<file path="src/rtl/assert_macros.svh">
// Assertion helpers shared by the RTL. Simulation builds get the checks,
// synthesis builds get empty bodies.
`ifndef ASSERT_MACROS_SVH
`define ASSERT_MACROS_SVH

`ifndef SYNTHESIS

// Same-cycle implication, disabled while reset is asserted.
`define GDC_ASSERT_IMP(lbl, clk, rst_n, ante, cons) \
    lbl: assert property (@(posedge clk) disable iff (!(rst_n)) (ante) |-> (cons)) \
        else $error("assertion failed");

// Next-cycle implication, disabled while reset is asserted.
`define GDC_ASSERT_NXT(lbl, clk, rst_n, ante, cons) \
    lbl: assert property (@(posedge clk) disable iff (!(rst_n)) (ante) |=> (cons)) \
        else $error("assertion failed");

`else

`define GDC_ASSERT_IMP(lbl, clk, rst_n, ante, cons)
`define GDC_ASSERT_NXT(lbl, clk, rst_n, ante, cons)

`endif

`endif

</file>
<file path="src/rtl/gdc_ram.sv">
`timescale 1ns / 1ps

// Simple dual-port RAM: one write port, one read port with registered data.
module gdc_ram #(
    parameter int WIDTH = 16,
    parameter int DEPTH = 32,
    localparam int AW = (DEPTH > 1) ? $clog2(DEPTH) : 1
) (
    input  logic             i_clk,
    input  logic             i_we,
    input  logic [AW-1:0]    i_waddr,
    input  logic [WIDTH-1:0] i_wdata,
    input  logic [AW-1:0]    i_raddr,
    output logic [WIDTH-1:0] o_rdata
);

    logic [WIDTH-1:0] r_mem [DEPTH];
    logic [WIDTH-1:0] r_rdata;

    // Write port.
    always_ff @(posedge i_clk) begin
        if (i_we) begin
            r_mem[i_waddr] <= i_wdata;
        end
    end

    // Registered read port.
    always_ff @(posedge i_clk) begin
        r_rdata <= r_mem[i_raddr];
    end

    assign o_rdata = r_rdata;

endmodule
</file>
<file path="config.mk">
export PLATFORM = sky130hd
export DESIGN_NAME = gdc_ram
export DESIGN_NICKNAME = d
export VERILOG_FILES = /design/src/rtl/assert_macros.svh /design/src/rtl/gdc_ram.sv
export SDC_FILE = /design/constraint.sdc
export NUM_CORES = 1
export LEC_CHECK = 0
export BUFFER_PORTS_ARGS = -buffer_cell sky130_fd_sc_hd__buf_2
export CAP_MARGIN = 20
export CORE_UTILIZATION = 51
export CTS_CLUSTER_DIAMETER = 200
export DETAILED_ROUTE_END_ITERATION = 7
export PLACE_DENSITY = 0.67
export SETUP_SLACK_MARGIN = 0.2
export SYNTH_ARGS = -nofsm -noshare
export SYNTH_HDL_FRONTEND = slang
export SYNTH_SLANG_ARGS = --single-unit
export TNS_END_PERCENT = 20
</file>
<file path="constraint.sdc">
create_clock -name i_clk -period 7.1 [get_ports i_clk]
set_clock_uncertainty 0.1 [all_clocks]
set_input_delay 1.775 -clock i_clk [delete_from_list [all_inputs] [get_ports i_clk]]
set_output_delay 1.775 -clock i_clk [all_outputs]
set_load 0.005 [all_outputs]
</file>
After elaboration in Yosys (flattened, before gate mapping)
Memory sizes are Yosys's and may differ from the RTL's. A register that Yosys moved wholly into a read port is not among the register bits.
Index checks and enable logic that the tools add are counted.
- bits in registers: 0
- latch bits: 0
- RAM bits: 512
- ROM bits: 0
- input bits: 28
- word-level logic and storage cells: 3
- memories kept: 1
- add/sub/neg operators: 0
- $mul: 0
- divide/modulo/power cells: 0
- magnitude comparators: 0
- equal/unequal tests: 0
- shift operators: 0
- multiplexer cells: 2
- bitwise gates (word level): 0
- reductions and logical operators: 0
- memories (memory ; depth ; width ; read ports ; clocked after Yosys merged registers in ; wr ports ; RTL line ; source):
    r_mem ; 32 ; 16 ; 1 ; 1 ; 1 ; gdc_ram.sv:17 ; logic [WIDTH-1:0] r_mem [DEPTH];
- operators with widths (cell ; number):
    1-bit 2-to-1 mux ; 2

Depth between registers and ports, before layout
- depth after elaboration: 2
- gate-level depth with buffers: 8
- depth with buffers taken out: 5

Worst setup path before layout
No wires, ideal clock.
- kind: input-to-reg
- start point: input i_waddr[1]
- end point: memory r_mem[12][0], enable pin
- data arrival time: 3127 ps
- data required time: 6612 ps
- slack: 3485 ps
- stages on the path: 3
- path buffers: 1
- path through: or3b_2 -> clkbuf_1 -> nor2_1
- RTL lines (item ; RTL line ; source):
    start, declared ; gdc_ram.sv:11 ; input logic [AW-1:0] i_waddr,
    end, declared ; gdc_ram.sv:17 ;
No word-level cell before the write port.

==> out/results.env <==
CELLPOWERDENSITY_mW_PER_MM2=279
GRT_USAGE=0.232
FINAL_LAYOUT_SETUP_TOTAL_NEGATIVE_SLACK_PS=0
SETUP_FIX_BUFS_POST_CTS=0
MAX_CLOCK_FREQ_GHz=0.244
CP.REQUIRED_PS=7430
FIRST_PASS_ITERS=5
PIN_COUNT=44
SYNTH.CELL_AREA_MM2=0.0205
H-TREE-DEPTH=2
SYNTH_CELLS=1143
CORE_AREA_MM2=0.0397
SEQ_AREA_FRAC_SYNTH=0.764
DIE_W_UM=203
ENDPOINT_CLASS_OF_THE_CRITICAL_PATH='register'
CRITPATHKIND='in -> reg'
DATA_ARRIVAL_TIME_OF_THE_WORST_PATH_PS=4440
SYNTH.LARGEST_AREA_CELL='edfxtp_1'
POST-DP-HPWL_MM=27.2
CLOCK-ROOT-BUFFER='clkbuf_16'
SEQUENTIAL_CELL_AREA_MM2=0.0157
ENDPOINT='o_rdata[12]'
NUMBER_OF_GLOBAL_ROUTE_VIAS_BEFORE_REPAIR=10200
CTS_MADE_BUFFERS=52
FINAL_AREA_MM2=0.0228
TIMING.MAX_SLEW.REL_SLACK=0.224
REGISTER_BIT_COUNT_REPORTED_BY_YOSYS=528
FINAL_NUMBER_OF_MAX_TRANSITION_VIOLATIONS=0
GRT_FIRST_PASS_WIRELENGTH_MM=68.6
PERIOD_MINUS_SLACK_PS=4110
NNETSFINAL=1241
R2R_SLACK_PS=5260
TOTALWIRELENGTH_MM=47.1
RESULT_OF_THE_RUN='finished clean'
TOTAL_OF_MAX_CAP_VIOLATIONS=0
ROUTABILITYCONGESTION=0.808
SYN2LAYOUT_AREA_GROWTH_PCT=11.0
RSZ0062_AT_GRT='no'
REPORT.FINAL.SETUP_VIOL=0
SYNTH.TOP_CELLS.BY_AREA='edfxtp_1 75%, mux2i_1 12%, a22oi_1 2.3%'
ANTENNA_FOUND_INITIAL=1
CLK_PATH_BUF_DEPTH=3
WL_PER_CELL_UM=26.5
IR_DROP_uV=211
SYN-NUM-NETS=1171
GR-TOTAL-OVERFLOW=0
CLOCK_INSERTION_DELAY_WORST_SKEW_PS=600
ROUTE.DETAILED.DRC=0
PLACED_AREA_MM2=0.0212
WORST_HOLD_PATH_TYPE='reg -> reg'
STARTPOINT_TYPE='input pin'
CRITICAL_PATH.MAX_STAGE_DELAY_PS=620
TOTAL_POWER_mW=6.35
TOTAL_DIE_AREA_MM2=0.0411
WORSTPATHMAXFANOUT=85
SYNTHESIS.YOSYS.WARNINGS=0
VIA_COUNT=10700
POWER_LEAKAGE_nW=7.97
CRIT_STARTPOINT='i_raddr[0]'
POST_CTS_RESIZED=0
FINAL_CELL_MIX='512 x edfxtp_1, 256 x mux2i_1, 64 x a22oi_1, 53 x clkbuf_16, 42 x buf_2'
AREA_OCCUPIED_BY_MULTI_INPUT_GATES_MM2=0.00432
GRT_START_MAX_NET_PINS=86
VIA_CELL_RATIO=6.01
ANTENNA_VIOLATING_NETS_POST_ROUTE=0
IO_BUFFER_COUNT=43
REPORT.FINAL.HOLD_VIOL_COUNT=0
SYN-MEAN-INSTANCE-AREA_UM2=18.0
NUMBER_OF_DRC_MARKERS_IN_ITERATION_0=1118
CRIT_PATH_TOP_DELAY_CELL='a31oi_1'
INITIAL_CORE_UTIL=0.517
RR_STARTPOINT='r_mem[6][12]'
LAYOUT-DRIVE-GT1-SHARE=0.128
FLOORPLAN.ROWS=73
LAYOUT.CELLS.MOST_COMMON='edfxtp_1'
FLOORPLAN.DIE.HEIGHT_UM=203
CTS.SINKS=528
RR_WORST_DEPTH=5
FIN_CRIT_SH=0.578
WORST_PIN_SLEW_PS=1160
AREA_SHARE_OF_THE_LEADING_CELL_TYPE_IN_THE_SYNTHESIZED_NETLIST=0.749
FILLERINSTANCES=2987
TRITONCTS='built'
CELLS_ALONG_THE_CRITICAL_PATH='buf_8 -> buf_12 -> mux2i_1 -> a22o_1 -> nor3_1 -> a31oi_1 -> nand3_1'
RR_ENDPOINT='o_rdata[12]'
POST_SYNTH_NUM_CELL_TYPES=26
CLKSLEWWORSTSETUPHOLDPATHS_PS=60
HOLD_BUFFERS=0
synthesized netlist by cell type:
cell type,n
a21oi_1,32
nand3b_1,5
and2_1,1
nand4_1,16
nor3_1,16
nand2b_1,2
nand3_1,34
nand2_1,33
buf_6,6
or3b_2,3
buf_4,19
dfxtp_1,16
or2_1,1
or3_1,1
a31oi_1,16
buf_12,5
buf_8,6
mux2i_1,256
a22o_1,32
clkbuf_1,12
nor2_4,1
nor2_1,33
a22oi_1,64
nor2b_1,2
buf_2,19
edfxtp_1,512
flip-flops by register name, indices dropped and copies added, names as in the netlist:
signal / cells
o_rdata: 16
r_mem: 512
through the flow:
stage,hold WS (ps),std cells,utilization,worst slack [ps]
finish,518,1780,0.574,2990
global route,550,1779,0.574,2980
CTS,524,1779,0.574,3140
detailed placement,507,1684,0.534,2520
global placement,478,1684,0.534,2510
floorplan,453,1143,-,3480
cell type report:
type | instances | share of cell area
diodes | 1 | 0.000110
clock buffers | 69 | 0.0626
clock inverters | 26 | 0.00659
multi-input cells | 548 | 0.189
flip-flops and latches | 528 | 0.688
well taps | 525 | 0.0288
repair buffers | 83 | 0.0241
per-layer routing:
| layer | global-route usage | routed length [um] | vias up |
|---|---|---|---|
| li1 | - | - | 4695 |
| met1 | 0.335 | 20200 | 5479 |
| met2 | 0.358 | 22000 | 439 |
| met3 | 0.0396 | 3510 | 81 |
| met4 | 0.0859 | 1420 | 0 |
| met5 | 0 | 0 | - |
worst min path at each step:
stage          cells after the start     endpoint          start  slack, ps
3_3_place_gp                       4   o_rdata[3]   r_mem[10][3]        480
4_1_cts                            4   o_rdata[6]   r_mem[16][6]        520
6_report                           4   o_rdata[9]   r_mem[10][9]        520
5_1_grt                            4   o_rdata[6]   r_mem[16][6]        550
2_1_floorplan                      4  o_rdata[10]  r_mem[16][10]        450
3_5_place_dp                       4   o_rdata[6]   r_mem[16][6]        510
where the power goes:
part | total, mW | switching (mW) | internal [mW]
Combinational | 0.329 | 0.225 | 0.104
Sequential | 3.48 | 0.0184 | 3.47
Clock | 2.54 | 1.10 | 1.44
Total | 6.35 | 1.34 | 5.01
cells by family (layout without fill, tap and decap cells):
logic type | count (synthesis) | in the layout | share of synthesized area
DFF | 528 | 528 | 0.764
and+or+nand+nor | 148 | 148 | 0.0349
AOI/OAI and AO/OA | 144 | 144 | 0.0497
buffers and inverters | 67 | 178 | 0.0263
muxes | 256 | 256 | 0.125
other | 0 | 1 | 0
critical path, delay by kind of cell:
kind            cells  cell delay, ps
mux                 1             330
compound gates      2             810
simple gates        2             210
buf+inv             2            1160
(Power assumes the default switching activity.)
